File: src/design/tinted_pixel_blend_over_top_macros.svh
// Assertion macros of the tinted pixel blend pipeline control.
`ifndef TINTED_PIXEL_BLEND_OVER_TOP_MACROS_SVH
`define TINTED_PIXEL_BLEND_OVER_TOP_MACROS_SVH

// Overlapping implication: the consequent holds in the same cycle.
`define TPBO_ASSERT_NOW(lbl, ante, cons, msg) \
  lbl: assert property (@(posedge clk_i) disable iff (!rst_ni) (ante) |-> (cons)) \
    else $error(msg);

// Next-cycle implication: the consequent holds in the following cycle.
`define TPBO_ASSERT_NEXT(lbl, ante, cons, msg) \
  lbl: assert property (@(posedge clk_i) disable iff (!rst_ni) (ante) |=> (cons)) \
    else $error(msg);

`endif

File: src/design/tpbo_pkg.sv
// Shared types, constants and arithmetic helpers of the tinted pixel blender.
package tpbo_pkg;

  localparam int unsigned ChW       = 8;
  localparam int unsigned NumCh     = 4;
  localparam int unsigned PixW      = ChW * NumCh;
  localparam int unsigned TintW     = 16;
  localparam int unsigned ProdW     = ChW + TintW;
  localparam int unsigned NumStages = 5;
  localparam int unsigned CfgIdxW   = 3;

  localparam logic [ChW-1:0]   ChMax     = 8'hFF;
  localparam logic [ProdW-1:0] TintSat   = 24'd65280;
  localparam logic [15:0]      TintHalf  = 16'd128;
  localparam logic [TintW-1:0] TintOne   = 16'd256;
  // x / 255 equals (x * 32897) >> 23 for every 16-bit x.
  localparam logic [15:0]      Div255Mul = 16'd32897;

  localparam int unsigned ChRed   = 0;
  localparam int unsigned ChGreen = 1;
  localparam int unsigned ChBlue  = 2;
  localparam int unsigned ChAlpha = 3;

  localparam logic [CfgIdxW-1:0] RegTintRed   = 3'd0;
  localparam logic [CfgIdxW-1:0] RegTintGreen = 3'd1;
  localparam logic [CfgIdxW-1:0] RegTintBlue  = 3'd2;
  localparam logic [CfgIdxW-1:0] RegTintAlpha = 3'd3;
  localparam logic [CfgIdxW-1:0] RegBlendEn   = 3'd4;

  typedef logic [NumCh-1:0][TintW-1:0] tint_set_t;

  // Stage enables handed from the pipeline control to the datapath.
  typedef struct packed {
    logic [NumStages-1:0] en;
  } ctrl_t;

  // Round a tint product to nearest and saturate at full scale.
  function automatic logic [ChW-1:0] tint_round(input logic [ProdW-1:0] p);
    logic [15:0] sum;
    sum = p[15:0] + TintHalf;
    if (p >= TintSat) begin
      return ChMax;
    end
    return sum[15:8];
  endfunction

  // Exact division by 255 of a 16-bit value below 65280, whose quotient fits in eight bits.
  function automatic logic [ChW-1:0] div255(input logic [15:0] x);
    logic [31:0] prod;
    prod = 32'(x) * 32'(Div255Mul);
    return prod[30:23];
  endfunction

endpackage

File: src/design/tinted_pixel_blend_over_top.sv
// Top level of the tinted source-over pixel blender.
//
// One word on the input channel carries a source and a destination RGBA8
// pixel (red in the low byte). Each source channel is scaled by its Q8.8
// tint, rounded and saturated, and the result is composited over the
// destination; one blended pixel leaves on the output channel per word.
// Both channels use valid/ready and a word moves when both are high.
// The pipeline has five register stages: tint multiply, round/saturate,
// weighted sums, division by 255 through a reciprocal multiply, and the
// final select with alpha saturation. While the receiver is ready, a new
// word is taken every cycle.
// Each stage holds its word while the next one is full, so when the
// receiver stalls the pipeline fills its bubbles and only then drops
// in_ready_o; nothing is lost or repeated.
// Reset clears all stage valid bits and loads the tint registers with
// 1.0 and blending enabled. The configuration port writes one register
// per cycle with write enable high; indexes past the list are ignored.
// Registers should only be written while no word is in flight.
module tinted_pixel_blend_over_top (
  input  logic                         clk_i,
  input  logic                         rst_ni,
  input  logic                         in_valid_i,
  output logic                         in_ready_o,
  input  logic [tpbo_pkg::PixW-1:0]    source_pixel_i,
  input  logic [tpbo_pkg::PixW-1:0]    dest_pixel_i,
  output logic                         out_valid_o,
  input  logic                         out_ready_i,
  output logic [tpbo_pkg::PixW-1:0]    blended_pixel_o,
  input  logic                         cfg_we_i,
  input  logic [tpbo_pkg::CfgIdxW-1:0] cfg_index_i,
  input  logic [tpbo_pkg::TintW-1:0]   cfg_data_i
);

  tpbo_pkg::tint_set_t tint_q, tint_d;
  logic blend_q, blend_d;
  tpbo_pkg::ctrl_t ctrl;
  logic [tpbo_pkg::PixW-1:0] tinted, dst_tint;

  // Register file; unknown indexes leave everything unchanged.
  always_comb begin
    tint_d  = tint_q;
    blend_d = blend_q;
    if (cfg_we_i) begin
      case (cfg_index_i)
        tpbo_pkg::RegTintRed:   tint_d[tpbo_pkg::ChRed]   = cfg_data_i;
        tpbo_pkg::RegTintGreen: tint_d[tpbo_pkg::ChGreen] = cfg_data_i;
        tpbo_pkg::RegTintBlue:  tint_d[tpbo_pkg::ChBlue]  = cfg_data_i;
        tpbo_pkg::RegTintAlpha: tint_d[tpbo_pkg::ChAlpha] = cfg_data_i;
        tpbo_pkg::RegBlendEn:   blend_d = cfg_data_i[0];
        default: begin
        end
      endcase
    end
  end

  always_ff @(posedge clk_i or negedge rst_ni) begin
    if (!rst_ni) begin
      tint_q  <= {tpbo_pkg::NumCh{tpbo_pkg::TintOne}};
      blend_q <= 1'b1;
    end else begin
      tint_q  <= tint_d;
      blend_q <= blend_d;
    end
  end

  tpbo_ctrl u_ctrl (
    .clk_i       (clk_i),
    .rst_ni      (rst_ni),
    .in_valid_i  (in_valid_i),
    .in_ready_o  (in_ready_o),
    .out_valid_o (out_valid_o),
    .out_ready_i (out_ready_i),
    .ctrl_o      (ctrl)
  );

  tpbo_tint u_tint (
    .clk_i      (clk_i),
    .ctrl_i     (ctrl),
    .tint_i     (tint_q),
    .blend_en_i (blend_q),
    .src_i      (source_pixel_i),
    .dst_i      (dest_pixel_i),
    .tinted_o   (tinted),
    .dst_o      (dst_tint)
  );

  tpbo_mix u_mix (
    .clk_i    (clk_i),
    .ctrl_i   (ctrl),
    .tinted_i (tinted),
    .dst_i    (dst_tint),
    .result_o (blended_pixel_o)
  );

endmodule

File: src/design/tpbo_ctrl.sv
// Valid tracking and per-stage enables of the blend pipeline.
`include "tinted_pixel_blend_over_top_macros.svh"
module tpbo_ctrl (
  input  logic            clk_i,
  input  logic            rst_ni,
  input  logic            in_valid_i,
  output logic            in_ready_o,
  output logic            out_valid_o,
  input  logic            out_ready_i,
  output tpbo_pkg::ctrl_t ctrl_o
);

  logic [tpbo_pkg::NumStages-1:0] valid_q, valid_d, en;

  // A stage may load when it is empty or its word moves on this cycle.
  always_comb begin
    en[tpbo_pkg::NumStages-1] = !valid_q[tpbo_pkg::NumStages-1] || out_ready_i;
    for (int k = tpbo_pkg::NumStages - 2; k >= 0; k--) begin
      en[k] = !valid_q[k] || en[k+1];
    end
  end

  always_comb begin
    valid_d = valid_q;
    if (en[0]) begin
      valid_d[0] = in_valid_i;
    end
    for (int k = 1; k < tpbo_pkg::NumStages; k++) begin
      if (en[k]) begin
        valid_d[k] = valid_q[k-1];
      end
    end
  end

  always_ff @(posedge clk_i or negedge rst_ni) begin
    if (!rst_ni) begin
      valid_q <= '0;
    end else begin
      valid_q <= valid_d;
    end
  end

  assign in_ready_o  = en[0];
  assign out_valid_o = valid_q[tpbo_pkg::NumStages-1];
  assign ctrl_o.en   = en;

  `TPBO_ASSERT_NEXT(a_accept_fills, in_valid_i && en[0], valid_q[0], "accepted word lost")
  `TPBO_ASSERT_NEXT(a_stage_holds, valid_q[1] && !en[1], valid_q[1], "stalled stage dropped")
  `TPBO_ASSERT_NOW(a_ready_bubble, out_valid_o && !out_ready_i && en[0], !(&valid_q),
                   "ready while pipeline full and stalled")

endmodule

File: src/design/tpbo_tint.sv
// Tint stages: per-channel Q8.8 multiply, then round and saturate (alpha forced opaque with blending off).
module tpbo_tint (
  input  logic                          clk_i,
  input  tpbo_pkg::ctrl_t               ctrl_i,
  input  tpbo_pkg::tint_set_t           tint_i,
  input  logic                          blend_en_i,
  input  logic [tpbo_pkg::PixW-1:0]     src_i,
  input  logic [tpbo_pkg::PixW-1:0]     dst_i,
  output logic [tpbo_pkg::PixW-1:0]     tinted_o,
  output logic [tpbo_pkg::PixW-1:0]     dst_o
);

  logic [tpbo_pkg::NumCh-1:0][tpbo_pkg::ProdW-1:0] prod_d, prod_q;
  logic [tpbo_pkg::PixW-1:0] dst1_q, tinted_d, tinted_q, dst2_q;
  logic blend1_q;

  always_comb begin
    for (int c = 0; c < tpbo_pkg::NumCh; c++) begin
      prod_d[c] = tpbo_pkg::ProdW'(src_i[c*tpbo_pkg::ChW +: tpbo_pkg::ChW]) *
                  tpbo_pkg::ProdW'(tint_i[c]);
    end
  end

  always_comb begin
    for (int c = 0; c < tpbo_pkg::NumCh; c++) begin
      tinted_d[c*tpbo_pkg::ChW +: tpbo_pkg::ChW] = tpbo_pkg::tint_round(prod_q[c]);
    end
    // With blending off the source is treated as fully opaque.
    if (!blend1_q) begin
      tinted_d[tpbo_pkg::ChAlpha*tpbo_pkg::ChW +: tpbo_pkg::ChW] = tpbo_pkg::ChMax;
    end
  end

  always_ff @(posedge clk_i) begin
    if (ctrl_i.en[0]) begin
      prod_q   <= prod_d;
      dst1_q   <= dst_i;
      blend1_q <= blend_en_i;
    end
    if (ctrl_i.en[1]) begin
      tinted_q <= tinted_d;
      dst2_q   <= dst1_q;
    end
  end

  assign tinted_o = tinted_q;
  assign dst_o    = dst2_q;

endmodule

File: src/design/tpbo_mix.sv
// Source-over stages: weighted sums, division by 255, and final select.
module tpbo_mix (
  input  logic                      clk_i,
  input  tpbo_pkg::ctrl_t           ctrl_i,
  input  logic [tpbo_pkg::PixW-1:0] tinted_i,
  input  logic [tpbo_pkg::PixW-1:0] dst_i,
  output logic [tpbo_pkg::PixW-1:0] result_o
);

  localparam int unsigned W = tpbo_pkg::ChW;

  logic [tpbo_pkg::NumCh-1:0][15:0] sum_d, sum_q;
  logic [tpbo_pkg::PixW-1:0] src3_q, dst3_q, src4_q, dst4_q, quot_d, quot_q;
  logic [tpbo_pkg::PixW-1:0] result_d, result_q;
  logic [W-1:0] sa, inv_sa, sa4;
  logic [W:0]   alpha_sum;

  assign sa     = tinted_i[tpbo_pkg::ChAlpha*W +: W];
  assign inv_sa = tpbo_pkg::ChMax - sa;

  always_comb begin
    for (int c = 0; c < tpbo_pkg::NumCh - 1; c++) begin
      sum_d[c] = 16'(tinted_i[c*W +: W]) * 16'(sa) + 16'(dst_i[c*W +: W]) * 16'(inv_sa);
    end
    // Destination alpha weighted by the uncovered fraction.
    sum_d[tpbo_pkg::ChAlpha] = 16'(dst_i[tpbo_pkg::ChAlpha*W +: W]) * 16'(inv_sa);
  end

  always_comb begin
    for (int c = 0; c < tpbo_pkg::NumCh; c++) begin
      quot_d[c*W +: W] = tpbo_pkg::div255(sum_q[c]);
    end
  end

  assign sa4       = src4_q[tpbo_pkg::ChAlpha*W +: W];
  assign alpha_sum = (W+1)'(sa4) + (W+1)'(quot_q[tpbo_pkg::ChAlpha*W +: W]);

  always_comb begin
    if (sa4 == '0) begin
      result_d = dst4_q;
    end else if (sa4 == tpbo_pkg::ChMax) begin
      result_d = src4_q;
    end else begin
      result_d = quot_q;
      result_d[tpbo_pkg::ChAlpha*W +: W] = alpha_sum[W] ? tpbo_pkg::ChMax : alpha_sum[W-1:0];
    end
  end

  always_ff @(posedge clk_i) begin
    if (ctrl_i.en[2]) begin
      sum_q  <= sum_d;
      src3_q <= tinted_i;
      dst3_q <= dst_i;
    end
    if (ctrl_i.en[3]) begin
      quot_q <= quot_d;
      src4_q <= src3_q;
      dst4_q <= dst3_q;
    end
    if (ctrl_i.en[4]) begin
      result_q <= result_d;
    end
  end

  assign result_o = result_q;

endmodule
File: config.mk
export PLATFORM = sky130hd
export DESIGN_NAME = tinted_pixel_blend_over_top
export DESIGN_NICKNAME = d
export VERILOG_FILES = /design/src/design/tpbo_pkg.sv /design/src/design/tinted_pixel_blend_over_top.sv /design/src/design/tpbo_ctrl.sv /design/src/design/tpbo_tint.sv /design/src/design/tpbo_mix.sv
export VERILOG_INCLUDE_DIRS = /design/src /design/src/design
export SDC_FILE = /design/constraint.sdc
export NUM_CORES = 2
export LEC_CHECK = 0
export ABC_AREA = 1
export BUFFER_PORTS_ARGS = -buffer_cell sky130_fd_sc_hd__buf_2
export CORE_ASPECT_RATIO = 0.6
export CORE_MARGIN = 4
export CORE_UTILIZATION = 50
export DETAILED_ROUTE_END_ITERATION = 7
export GPL_ROUTABILITY_DRIVEN = 0
export GPL_TIMING_DRIVEN = 1
export PLACE_DENSITY = 0.65
export RECOVER_POWER = 50
export SYNTH_ARGS = -nofsm -noshare
export SYNTH_HDL_FRONTEND = slang
export SYNTH_SLANG_ARGS = --single-unit
File: constraint.sdc
create_clock -name clk_i -period 11.1 [get_ports clk_i]
set_input_delay 0.555 -clock clk_i [delete_from_list [all_inputs] [get_ports clk_i]]
set_output_delay 0.555 -clock clk_i [all_outputs]
set_load 0.01 [all_outputs]
Word level (Yosys, flattened, before mapping)
Index checks and enable logic that the tools add are counted.

cells by class
  add/sub/neg operators = 9
  $mul = 15
  magnitude comparators = 4
  equality and inequality tests = 5
  multiplexer cells = 15
  reduce and logical (&&, ||, !) cells = 17

operators with widths
  kind                                                                     count
  16-bit by 16-bit multiplier with 31-bit output, second input constant    4
  8-bit by 8-bit multiplier with 16-bit output                             7
  24-bit by 16-bit >= comparator with 1-bit output, second input constant  4
  8-bit by 16-bit multiplier with 24-bit output                            4
  8-bit 2-to-1 mux                                                         9
  16-bit by 8-bit adder with 16-bit output, second input constant          4
  32-bit 2-to-1 mux                                                        2
  16-bit adder                                                             3
  2-bit AND reduction                                                      5
  8-bit by 8-bit adder with 9-bit output                                   1
  8-bit equality test, second input constant                               1
  8-bit logical NOT                                                        1
  8-bit subtractor, first input constant                                   1
  3-bit by 2-bit equality test with 1-bit output, second input constant    2
  1-bit logical NOT                                                        5
  1-bit logical OR                                                         5
  1-bit 2-to-1 mux                                                         4
  3-bit by 1-bit equality test with 1-bit output, second input constant    1
  3-bit equality test, second input constant                               1
  3-bit logical NOT                                                        1

storage, ports and cells
  register bits = 519
  input bits = 88
  output and inout port bits = 34
  word-level logic and storage cells = 94

Logic depth before layout (Yosys ltp)
  word-level depth = 6
  mapped depth = 25
  gate-level depth less buffers = 23

By module
A second synthesis with hierarchy kept.

unflattened totals
  cells, all modules = 6969
  area total of the unflattened synthesis = 57518.9 sq um

by module, submodules not included
  module                       instances  cells an instance  area each (sq um)  sequential area each (sq um)
  tpbo_mix                     1          3421               30209.0            7687.4
  tpbo_tint                    1          3234               24457.2            4954.8
  tinted_pixel_blend_over_top  1          292                2637.5             1632.8
  tpbo_ctrl                    1          22                 215.2              125.1

Worst setup path before layout
Ideal clock, no wire load.

  kind = input-to-output
  from = input out_ready_i
  to = output in_ready_o
  arrival time = 8472 ps
  data required time = 10545 ps
  slack = 2073 ps
  stages on the path = 8
  buffers on the path = 0
  path through = nor2_1 inv_1 nor2_1 inv_1 nor2_1 inv_1 nor2_1 nand2_1

RTL lines
  element             RTL line                           RTL
  start: declaration  tinted_pixel_blend_over_top.sv:27  input logic out_ready_i,
  end: declaration    tinted_pixel_blend_over_top.sv:23  output logic in_ready_o,

==> results_dict.tcl <==
set metrics [dict create \
    grt-ovfl-total 0 \
    synth_most_common_cell "nand2_1" \
    fin_cells 8025 \
    ioPinCount 122 \
    r2r-end "u_mix.sum_q[44]" \
    dp_hpwl_mm 117 \
    dpl.cell_count 7923 \
    post-route-period-util_pct 73.0 \
    fp-row-count 94 \
    critPathCaptureType "flop" \
    grt_max_degree 71 \
    syn2layout_area_growth_pct 6.13 \
    critPathKind "flop to flop" \
    final_nets 7906 \
    drt_wl_total_mm 145 \
    rsz0062_at_grt "false" \
    post_cts.repair.setup_buffers 0 \
    crit_fanout 45 \
    clkTransAtPathRegs_ns 0.08 \
    finalWorstPathRequiredPeriod_ns 8.10 \
    die_y_microns 266 \
    clk_root_buffer_cell "clkbuf_16" \
    avgSynthCellArea_sq_um 8.54 \
    top_regs "u_tint.prod_q: 68 flops, tint_q: 64 flops, u_mix.sum_q: 64 flops" \
    crit-reg2reg-launch "u_tint.tinted_o[26]" \
    setup_viol_count_final 0 \
    port_buffers 121 \
    utilization_pct 53.7 \
    cts_hold_buf 0 \
    grt_pass1_wl_mm 234 \
    yosysWarnings 0 \
    tightestPinTransition_ns 4.40 \
    synth_cells 6519 \
    skew_ns 0.0431 \
    synth_area_sq_mm 0.0557 \
    synth-seq-area-share_pct 25.9 \
    clkLatencyLatePin_ns 0.66 \
    core_area_sq_mm 0.110 \
    dieWidth_microns 439 \
    violations "max-capacitance violations, max-slew violations" \
    cts_buffers 54 \
    crit_arrival_ns 8.49 \
    synth_top_area_share_pct 23.8 \
    yosys.area_share.simple_pct 16.6 \
    cts_tree "built" \
    cts.htree.levels 2 \
    vias 42084 \
    ys.flop_type "edfxtp_1" \
    maxSlewViolCount 494 \
    synth.largest_area_cell "fa_1" \
    r2r_cells 16 \
    cp-start-kind "flop" \
    relSlewSlack_pct -193 \
    drive_gt1_share_pct 3.15 \
    initial_core_util_pct 50.6 \
    hold_path_end "u_tint.dst1_q[12]" \
    synth_edf_count 421 \
    ys_ff_latch 491 \
    hp-start "dest_pixel_i[12]" \
    grt_pass1_vias 42127 \
    async_flop_share_pct 14.3 \
    synthAdderAreaFrac_pct 38.7 \
    top_register "u_tint.prod_q" \
    synth_xor_area_share_pct 1.98 \
    synth_cell_types 47 \
    rrSetupSlack_ns 3.00 \
    timing.fmax_ghz 0.123 \
    dieArea_sq_mm 0.117 \
    drt_pre_antenna_iters 6 \
    largest_reg_flops 68 \
    status "finished with violations" \
    routedWlPerCell_microns 18.1 \
    drc 0 \
    grt_antenna_before_repair 6 \
    clockBufferDepth 3 \
    synth_compound_area_share_pct 4.74 \
    hold_viol_final 0 \
    final_antenna_net_count 0 \
    cap_violations 10 \
    fin_tns_setup_ns 0 \
    track_usage_pct 25.4 \
    synthTopCellsByArea "fa_1, edfxtp_1, ha_1" \
    fin_ws_ns 3.00 \
    pre_cts_ws_ns 4.92 \
    worstPathRequired_ns 11.49 \
    holdCritPathClass "input port to flop" \
    synth_top_family_by_area "adder cells" \
    synth_common_cells "nand2_1, inv_1, ha_1" \
    hold_path_depth 1 \
    synth_mux_area_share_pct 0 \
    cts-resized-gates 0 \
    drt-vias-per-instance 5.24 \
    drtIter0Drc 4193 \
    clock_sinks 491 \
]
==> through the flow <==
| step | hold slack (ns) | instance area (sq um) |
|---|---|---|
| finish | 0.0708 | 59100 |
| global route | 0.0302 | 59100 |
| CTS | 0.0201 | 59200 |
| detailed placement | 0.405 | 57400 |
| global placement | 0.401 | 57400 |
| floorplan | 0.259 | 55700 |
==> routing by layer <==
layer | global-route usage (%) | share of wire, %
met1 | 39.7 | 48
met5 | 0 | 0
met2 | 34.2 | 38
met3 | 8.42 | 12
met4 | 4.46 | 1.8
==> kinds of logic (layout without fill, tap and decap cells) <==
family          Yosys count  count (layout)
compound gates          479             479
xor+xnor                126             126
fa+ha+maj              1327            1327
buf+inv                1774            1788
flops                   491             491
other cells               1               5
simple gates           2321            2321
==> how the worst max path moves through the flow <==
stage | start | end | slack (ns) | depth (start not counted)
after floorplan | out_ready_i | in_ready_o | 2.07 | 8
after global placement | u_tint.tinted_o[27] | u_mix.sum_q[31] | 4.97 | 21
after detailed placement | u_tint.tinted_o[27] | u_mix.sum_q[31] | 4.92 | 21
after CTS | u_tint.tinted_o[27] | u_mix.sum_q[31] | 4.91 | 21
after global routing | u_tint.tinted_o[26] | u_mix.sum_q[31] | 2.66 | 21
final | u_tint.tinted_o[26] | u_mix.sum_q[44] | 3.00 | 16
==> cell usage in the layout, fill, tap and decap left out, types with 5 or more instances in the layout <==
cell type	n
a21boi_0	8
a21o_1	13
nand3_1	154
clkinv_1	11
a21oi_1	205
inv_1	1545
or2_2	6
clkinvlp_4	8
clkbuf_16	55
buf_4	8
clkbuf_1	54
nand2_1	1563
xnor2_1	46
fa_1	661
nor4_1	12
o21a_1	14
o21bai_1	24
nand3b_1	10
o21ai_2	6
o31ai_1	5
a31oi_1	36
nor3_1	38
edfxtp_1	421
xor2_1	80
buf_2	78
dfrtp_1	65
clkinv_2	7
and2_1	7
nor2_2	5
nand4_1	57
inv_6	8
ha_1	666
o21ai_0	164
nor2_1	453
==> layout make-up <==
cell class              count  area (sq um)
multi-input cells        4256         34600
well taps                1488          1860
repair buffers            137           642
clock buffers              59          1400
flip-flops and latches    491         14400
diodes                      2          5.00
clock inverters            41           357
inverters                1551          5830
fillers                 10221         51000
==> critical path: stages (launching register included) <==
cell      delay (ns)
edfxtp_1        0.33
clkbuf_1        1.94
inv_1           1.03
nand2_1         0.34
fa_1            0.53
fa_1            0.58
fa_1            0.44
fa_1            0.52
fa_1            0.43
fa_1            0.49
inv_1           0.04
ha_1            0.35
nand2_1         0.08
o21ai_0         0.34
a21oi_1         0.12
o21bai_1        0.19
xor2_1          0.10
Power is not shown: default switching activity piles up to over one toggle a cycle in this logic, so the estimate is an artifact.
